`src/hw/rtl/cp2u8_pkg.sv`:
```
// Shared types, constants and the upper-half code page table for the
// Windows-1251 to UTF-8 transcoder. No dependencies.

package cp2u8_pkg;

  localparam int unsigned ByteW    = 8;
  localparam int unsigned MaxBytes = 3;
  localparam int unsigned CountW   = 2;
  localparam int unsigned WordW    = MaxBytes * ByteW;

  // Bit that separates ASCII from the code page's upper half.
  localparam int unsigned HiBit = ByteW - 1;

  // One decoded character: its UTF-8 bytes, first byte in the lowest slot,
  // and how many of them are sent (zero for an unmapped code).
  typedef struct packed {
    logic [CountW-1:0]                nbytes;
    logic [MaxBytes-1:0][ByteW-1:0]   bytes;
  } char_t;

  // UTF-8 encodings of 0x80..0xFF, least significant byte sent first.
  // A zero word marks the one code point with no character.
  localparam logic [WordW-1:0] HiMap [128] = '{
    24'h0082D0, 24'h0083D0, 24'h9A80E2, 24'h0093D1,
    24'h9E80E2, 24'hA680E2, 24'hA080E2, 24'hA180E2,
    24'hAC82E2, 24'hB080E2, 24'h0089D0, 24'hB980E2,
    24'h008AD0, 24'h008CD0, 24'h008BD0, 24'h008FD0,
    24'h0092D1, 24'h9880E2, 24'h9980E2, 24'h9C80E2,
    24'h9D80E2, 24'hA280E2, 24'h9380E2, 24'h9480E2,
    24'h000000, 24'hA284E2, 24'h0099D1, 24'hBA80E2,
    24'h009AD1, 24'h009CD1, 24'h009BD1, 24'h009FD1,
    24'h00A0C2, 24'h008ED0, 24'h009ED1, 24'h0088D0,
    24'h00A4C2, 24'h0090D2, 24'h00A6C2, 24'h00A7C2,
    24'h0081D0, 24'h00A9C2, 24'h0084D0, 24'h00ABC2,
    24'h00ACC2, 24'h00ADC2, 24'h00AEC2, 24'h0087D0,
    24'h00B0C2, 24'h00B1C2, 24'h0086D0, 24'h0096D1,
    24'h0091D2, 24'h00B5C2, 24'h00B6C2, 24'h00B7C2,
    24'h0091D1, 24'h9684E2, 24'h0094D1, 24'h00BBC2,
    24'h0098D1, 24'h0085D0, 24'h0095D1, 24'h0097D1,
    24'h0090D0, 24'h0091D0, 24'h0092D0, 24'h0093D0,
    24'h0094D0, 24'h0095D0, 24'h0096D0, 24'h0097D0,
    24'h0098D0, 24'h0099D0, 24'h009AD0, 24'h009BD0,
    24'h009CD0, 24'h009DD0, 24'h009ED0, 24'h009FD0,
    24'h00A0D0, 24'h00A1D0, 24'h00A2D0, 24'h00A3D0,
    24'h00A4D0, 24'h00A5D0, 24'h00A6D0, 24'h00A7D0,
    24'h00A8D0, 24'h00A9D0, 24'h00AAD0, 24'h00ABD0,
    24'h00ACD0, 24'h00ADD0, 24'h00AED0, 24'h00AFD0,
    24'h00B0D0, 24'h00B1D0, 24'h00B2D0, 24'h00B3D0,
    24'h00B4D0, 24'h00B5D0, 24'h00B6D0, 24'h00B7D0,
    24'h00B8D0, 24'h00B9D0, 24'h00BAD0, 24'h00BBD0,
    24'h00BCD0, 24'h00BDD0, 24'h00BED0, 24'h00BFD0,
    24'h0080D1, 24'h0081D1, 24'h0082D1, 24'h0083D1,
    24'h0084D1, 24'h0085D1, 24'h0086D1, 24'h0087D1,
    24'h0088D1, 24'h0089D1, 24'h008AD1, 24'h008BD1,
    24'h008CD1, 24'h008DD1, 24'h008ED1, 24'h008FD1
  };

endpackage

```
`src/hw/rtl/cp2u8_decode.sv`:
```
// Input register and code page lookup for the Windows-1251 to UTF-8
// transcoder. Depends on cp2u8_pkg.

module cp2u8_decode
  import cp2u8_pkg::*;
(
  input  logic             clk_i,
  input  logic             rst_ni,
  input  logic             in_valid_i,
  output logic             in_ready_o,
  input  logic [ByteW-1:0] in_byte_i,
  output logic             char_valid_o,
  input  logic             char_ready_i,
  output char_t            char_o
);

  logic             valid_q, valid_d;
  logic [ByteW-1:0] byte_q, byte_d;
  logic [WordW-1:0] word;

  // The register takes a new request when empty or when its content moves on.
  assign in_ready_o = !valid_q || char_ready_i;

  always_comb begin
    valid_d = valid_q;
    byte_d  = byte_q;
    if (in_ready_o) begin
      valid_d = in_valid_i;
      byte_d  = in_byte_i;
    end
  end

  always_ff @(posedge clk_i or negedge rst_ni) begin
    if (!rst_ni) begin
      valid_q <= 1'b0;
    end else begin
      valid_q <= valid_d;
    end
  end

  always_ff @(posedge clk_i) begin
    byte_q <= byte_d;
  end

  assign word = HiMap[byte_q[HiBit-1:0]];

  always_comb begin
    char_o = '0;
    if (!byte_q[HiBit]) begin
      char_o.nbytes   = CountW'(1);
      char_o.bytes[0] = byte_q;
    end else begin
      char_o.bytes = word;
      if (word == '0) begin
        char_o.nbytes = CountW'(0);
      end else if (word[WordW-1 -: ByteW] == '0) begin
        char_o.nbytes = CountW'(2);
      end else begin
        char_o.nbytes = CountW'(3);
      end
    end
  end

  assign char_valid_o = valid_q;

endmodule

```
`src/hw/rtl/cp2u8_serial.sv`:
```
// Output register that sends one decoded character as one to three UTF-8
// bytes, one per cycle while out_ready_i is high. Depends on cp2u8_pkg.

module cp2u8_serial
  import cp2u8_pkg::*;
(
  input  logic             clk_i,
  input  logic             rst_ni,
  input  logic             char_valid_i,
  output logic             char_ready_o,
  input  char_t            char_i,
  output logic             out_valid_o,
  input  logic             out_ready_i,
  output logic [ByteW-1:0] out_byte_o,
  output logic             out_last_o
);

  logic              valid_q, valid_d;
  char_t             char_q, char_d;
  logic [CountW-1:0] idx_q, idx_d;
  logic              fire;

  assign out_byte_o  = char_q.bytes[idx_q];
  assign out_last_o  = (idx_q == char_q.nbytes - CountW'(1));
  assign out_valid_o = valid_q;
  assign fire        = valid_q && out_ready_i;

  // A new character loads when the register is empty or its last byte leaves.
  assign char_ready_o = !valid_q || (fire && out_last_o);

  always_comb begin
    valid_d = valid_q;
    char_d  = char_q;
    idx_d   = idx_q;
    if (char_ready_o) begin
      // An unmapped code has no bytes and is dropped here.
      valid_d = char_valid_i && (char_i.nbytes != '0);
      char_d  = char_i;
      idx_d   = '0;
    end else if (fire) begin
      idx_d = idx_q + CountW'(1);
    end
  end

  always_ff @(posedge clk_i or negedge rst_ni) begin
    if (!rst_ni) begin
      valid_q <= 1'b0;
      idx_q   <= '0;
    end else begin
      valid_q <= valid_d;
      idx_q   <= idx_d;
    end
  end

  always_ff @(posedge clk_i) begin
    char_q <= char_d;
  end

endmodule

```
`src/hw/rtl/cp1251_to_utf8_transcoder.sv`:
```
// Top level of the Windows-1251 to UTF-8 transcoder.
// Depends on cp2u8_pkg, cp2u8_decode and cp2u8_serial.

// The block takes one Windows-1251 byte per request on the slave stream and
// sends its UTF-8 encoding on the master stream, one byte per request, with
// tlast set on the final byte of each character. ASCII bytes pass through as
// a single byte, the upper half of the code page becomes two or three bytes
// from a constant 128-entry table, and 0x98, which has no character, yields
// nothing at all. A byte is taken into an input register in any cycle in
// which that register is empty or hands its character on; the character is
// looked up there and moves into the output register, which sends one byte
// per cycle while m_axis_tready is high. A character's first byte is offered
// only after the input register and then the output register have taken it.
// The output register sets the rate: it sends a character's UTF-8 bytes one
// at a time and takes the next character as the last one leaves, so ASCII
// streams at one character per cycle when the output is not stalled, while
// the input register already holds the next character. The block keeps no
// state between characters.

module cp1251_to_utf8_transcoder
  import cp2u8_pkg::*;
(
  input  logic             clk_i,
  input  logic             rst_ni,
  input  logic             s_axis_tvalid,
  output logic             s_axis_tready,
  input  logic [ByteW-1:0] s_axis_tdata,  // [7:0] source_byte
  output logic             m_axis_tvalid,
  input  logic             m_axis_tready,
  output logic [ByteW-1:0] m_axis_tdata,  // [7:0] utf8_byte
  output logic             m_axis_tlast   // last_byte
);

  logic  char_valid;
  logic  char_ready;
  char_t char_data;

  cp2u8_decode u_decode (
    .clk_i        (clk_i),
    .rst_ni       (rst_ni),
    .in_valid_i   (s_axis_tvalid),
    .in_ready_o   (s_axis_tready),
    .in_byte_i    (s_axis_tdata),
    .char_valid_o (char_valid),
    .char_ready_i (char_ready),
    .char_o       (char_data)
  );

  cp2u8_serial u_serial (
    .clk_i        (clk_i),
    .rst_ni       (rst_ni),
    .char_valid_i (char_valid),
    .char_ready_o (char_ready),
    .char_i       (char_data),
    .out_valid_o  (m_axis_tvalid),
    .out_ready_i  (m_axis_tready),
    .out_byte_o   (m_axis_tdata),
    .out_last_o   (m_axis_tlast)
  );

endmodule

```
`config.mk`:
```
export PLATFORM = sky130hd
export DESIGN_NAME = cp1251_to_utf8_transcoder
export DESIGN_NICKNAME = d
export VERILOG_FILES = /design/src/hw/rtl/cp2u8_pkg.sv /design/src/hw/rtl/cp2u8_decode.sv /design/src/hw/rtl/cp2u8_serial.sv /design/src/hw/rtl/cp1251_to_utf8_transcoder.sv
export SDC_FILE = /design/constraint.sdc
export NUM_CORES = 1
export LEC_CHECK = 0
export BUFFER_PORTS_ARGS = -buffer_cell sky130_fd_sc_hd__buf_2
export CORE_UTILIZATION = 54
export DETAILED_ROUTE_END_ITERATION = 10
export PLACE_DENSITY_LB_ADDON = 0.25
export SLEW_MARGIN = 20
export SYNTH_ARGS = -nofsm -noshare
export SYNTH_HDL_FRONTEND = slang
export SYNTH_SLANG_ARGS = --single-unit
```
`constraint.sdc`:
```
create_clock -name clk_i -period 2.3 [get_ports clk_i]
set_input_delay 0.23 -clock clk_i [delete_from_list [all_inputs] [get_ports clk_i]]
set_output_delay 0.23 -clock clk_i [all_outputs]
set_load 0.02 [all_outputs]
```
==> impl_metrics.env <==
export IMPL_status="complete, no violations"
export IMPL_vias_per_cell=6.03
export IMPL_drc=0
export IMPL_combPwrFrac_pct=57.8
export IMPL_clock_root_buffer="clkbuf_8"
export IMPL_synth_seq_area_share_pct=41.1
export IMPL_synth_nets=297
export IMPL_pwr_share_clk_pct=13.8
export IMPL_endpoint_kind="flop"
export IMPL_pin_count=23
export IMPL_nNetsFinal=329
export IMPL_postRouteAntennaNets=0
export IMPL_firstDrtPassIters=7
export IMPL_grt_pass1_vias=2057
export IMPL_fp_coreArea_mm2=0.00441
export IMPL_cts_htree_levels=2
export IMPL_drt_iter0_drc=163
export IMPL_final_common_cell="nor2_1"
export IMPL_grt_ovfl_total=0
export IMPL_die_area_mm2=0.00492
export IMPL_synthDistinctLibCells=56
export IMPL_power_share_switching_pct=45.3
export IMPL_area_delta_synth_final_pct=15.2
export IMPL_grt_max_degree=42
export IMPL_worstHoldPathType="primary input to flop"
export IMPL_io_buffer_count=22
export IMPL_yosys_top_cells_area="edfxtp_1 37%, ha_1 5.5%, nor2_1 4.9%"
export IMPL_synthArstFlopShare_pct=11.4
export IMPL_max_freq_ghz=0.464
export IMPL_clock_latency_ns=0.29
export IMPL_synth_ff_type="edfxtp_1"
export IMPL_final_cells=359
export IMPL_track_usage_pct=26.8
export IMPL_vias=2165
export IMPL_synth_area_mm2=0.00251
export IMPL_yosysTopAreaCellShare_pct=37.1
export IMPL_slew_violations=0
export IMPL_hold_viol_final=0
export IMPL_start_util_pct=56.9
export IMPL_vdd_drop_max_v=0.00108
export IMPL_path_max_fanout=12
export IMPL_rows=24
export IMPL_leakage_uw=0.00112
export IMPL_dp_cells=350
export IMPL_mostFrequentLayoutCells="33 x nor2_1, 31 x edfxtp_1, 25 x nand2_1"
export IMPL_setup_violations=0
export IMPL_path_clk_slew_ns=0.08
export IMPL_min_period_over_period_pct=93.8
export IMPL_die_x_um=70.2
export IMPL_clock_sinks=35
export IMPL_antenna_found_initial=0
export IMPL_ys_seq_elements=35
export IMPL_synth_area_per_cell_um2=9.16
export IMPL_min_period_ns=2.16
export IMPL_die_y_um=70.2
export IMPL_grt_pass1_wl_um=10100
export IMPL_drt_wl_total_um=6140
export IMPL_worstMarginPinSlew_ns=0.456
export IMPL_syn_inst=274
export IMPL_cts_buffers=5
export IMPL_power_uw=3990
export IMPL_critPathKind="flop to flop"
export IMPL_grt_setup_unrepaired="no"
export IMPL_post_drt_wl_per_cell_um=17.1
export IMPL_max_cap_violations=0
export IMPL_diodes=0
export IMPL_seqPwrFrac_pct=28.4
export IMPL_p_per_area_mw_per_mm2=1380
export IMPL_final_util_pct=65.5
export IMPL_synth_edf_count=31
export IMPL_slew_headroom_pct=69.6
export IMPL_post_cts_buffers=0
export IMPL_yosys_warnings=0
export IMPL_worstPathArrival_ns=2.20
export IMPL_p_sw_uw=1810
export IMPL_cts_max_path_buffers=2
export IMPL_hpwl_um=4520
export IMPL_gp_congestion=0.986
export IMPL_synth_top_area_cell="edfxtp_1"
export IMPL_cp_start_kind="flop"
export IMPL_finClkSkew_ns=0.00775
export IMPL_drive_gt1_share_pct=21.2
export IMPL_cts_tree="done"
export IMPL_cp_required_ns=2.34
export IMPL_internal_power_uw=2180
-- cells in the mapped netlist (all sizes together) (7+ instances only) --
| master | n |
|---|---|
| o21ai | 18 |
| ha | 11 |
| buf | 11 |
| nor2 | 33 |
| a211oi | 7 |
| inv | 9 |
| mux2i | 9 |
| clkbuf | 7 |
| nand2b | 16 |
| nand2 | 25 |
| edfxtp | 31 |
| a21oi | 22 |
-- cell families after synthesis --
logic type	after synthesis	share of synthesized area, %
fa+ha+maj	11	5.48
compound gates	90	24.2
flops	35	41.1
buf+inv	28	5.88
simple gates	100	19.4
xor+xnor	1	0.349
mux	9	3.59
-- flip-flops by register name, indices dropped and copies added (netlist names) --
signal,cells
u_serial.char_q,23
u_decode.byte_q,8
u_serial.idx_q,2
u_decode.char_valid_o,1
u_serial.out_valid_o,1
-- worst max-delay path, stage by stage, from the launching register on --
cell and delay (ns):
edfxtp_1 0.40, buf_4 0.21, ha_1 0.22, buf_4 0.16
nand2b_1 0.08, nand2_1 0.05, a211oi_1 0.31, a21oi_1 0.08
a211oi_1 0.30, a211oi_1 0.08
-- per-layer routing --
layer | global-route usage (%) | vias up | share of wire (%)
li1 | - | 1076 | -
met1 | 37.2 | 948 | 42
met2 | 41.5 | 121 | 47
met3 | 4.47 | 20 | 8.3
met4 | 11.8 | 0 | 3.4
met5 | 0 | - | 0
-- stage by stage --
stage / hold slack [ns] / setup WS [ns] / instance area [µm²] / setup TNS, ns
2_1_floorplan: -0.0656 / -0.00452 / 2510 / -0.00452
3_3_place_gp: 0.0433 / 0.146 / 2750 / 0
3_5_place_dp: 0.0431 / 0.0924 / 2750 / 0
4_1_cts: 0.109 / 0.0801 / 2870 / 0
5_1_grt: 0.105 / 0.0220 / 2890 / 0
6_report: 0.112 / 0.144 / 2890 / 0
-- area by class of cell --
cell class,instances,area (µm²)
Tap cell,52,65.1
Inverter,10,37.5
Clock inverter,3,43.8
Timing Repair Buffer,43,295
Fill cell,356,1520
Clock buffer,5,68.8
Multi-Input combinational cell,211,1350
Sequential cell,35,1030
-- what timing repair did --
item	in CTS	in global routing
gates resized for setup	0	6
endpoints found under the hold margin	4	0
endpoints found under the setup margin	0	5
hold buffers	1	0
-- power by group through the flow --
stage          clock (µW)  sequential [µW]  combinational (µW)
4_1_cts               554             1130                2250
2_1_floorplan           0             1080                1640
6_report              551             1130                2310
3_3_place_gp            0             1140                2260
3_5_place_dp            0             1150                2240
5_1_grt               574             1160                2520
-- worst paths after layout --
kind	from	to	slack, ns	cells past startpoint
max in group asynchronous	rst_ni	u_decode.char_valid_o	1.91	2
worst min register to register	u_serial.out_valid_o	u_serial.idx_q[1]	0.53	1
worst min-delay path	s_axis_tdata[2]	u_decode.byte_q[2]	0.11	1
worst max-delay path	u_decode.byte_q[0]	u_serial.char_q[8]	0.14	9
worst max register to register	u_decode.byte_q[0]	u_serial.char_q[8]	0.14	9
min in group asynchronous	rst_ni	u_serial.idx_q[0]	0.27	2
Note: power is estimated with default switching activity, not from simulation.
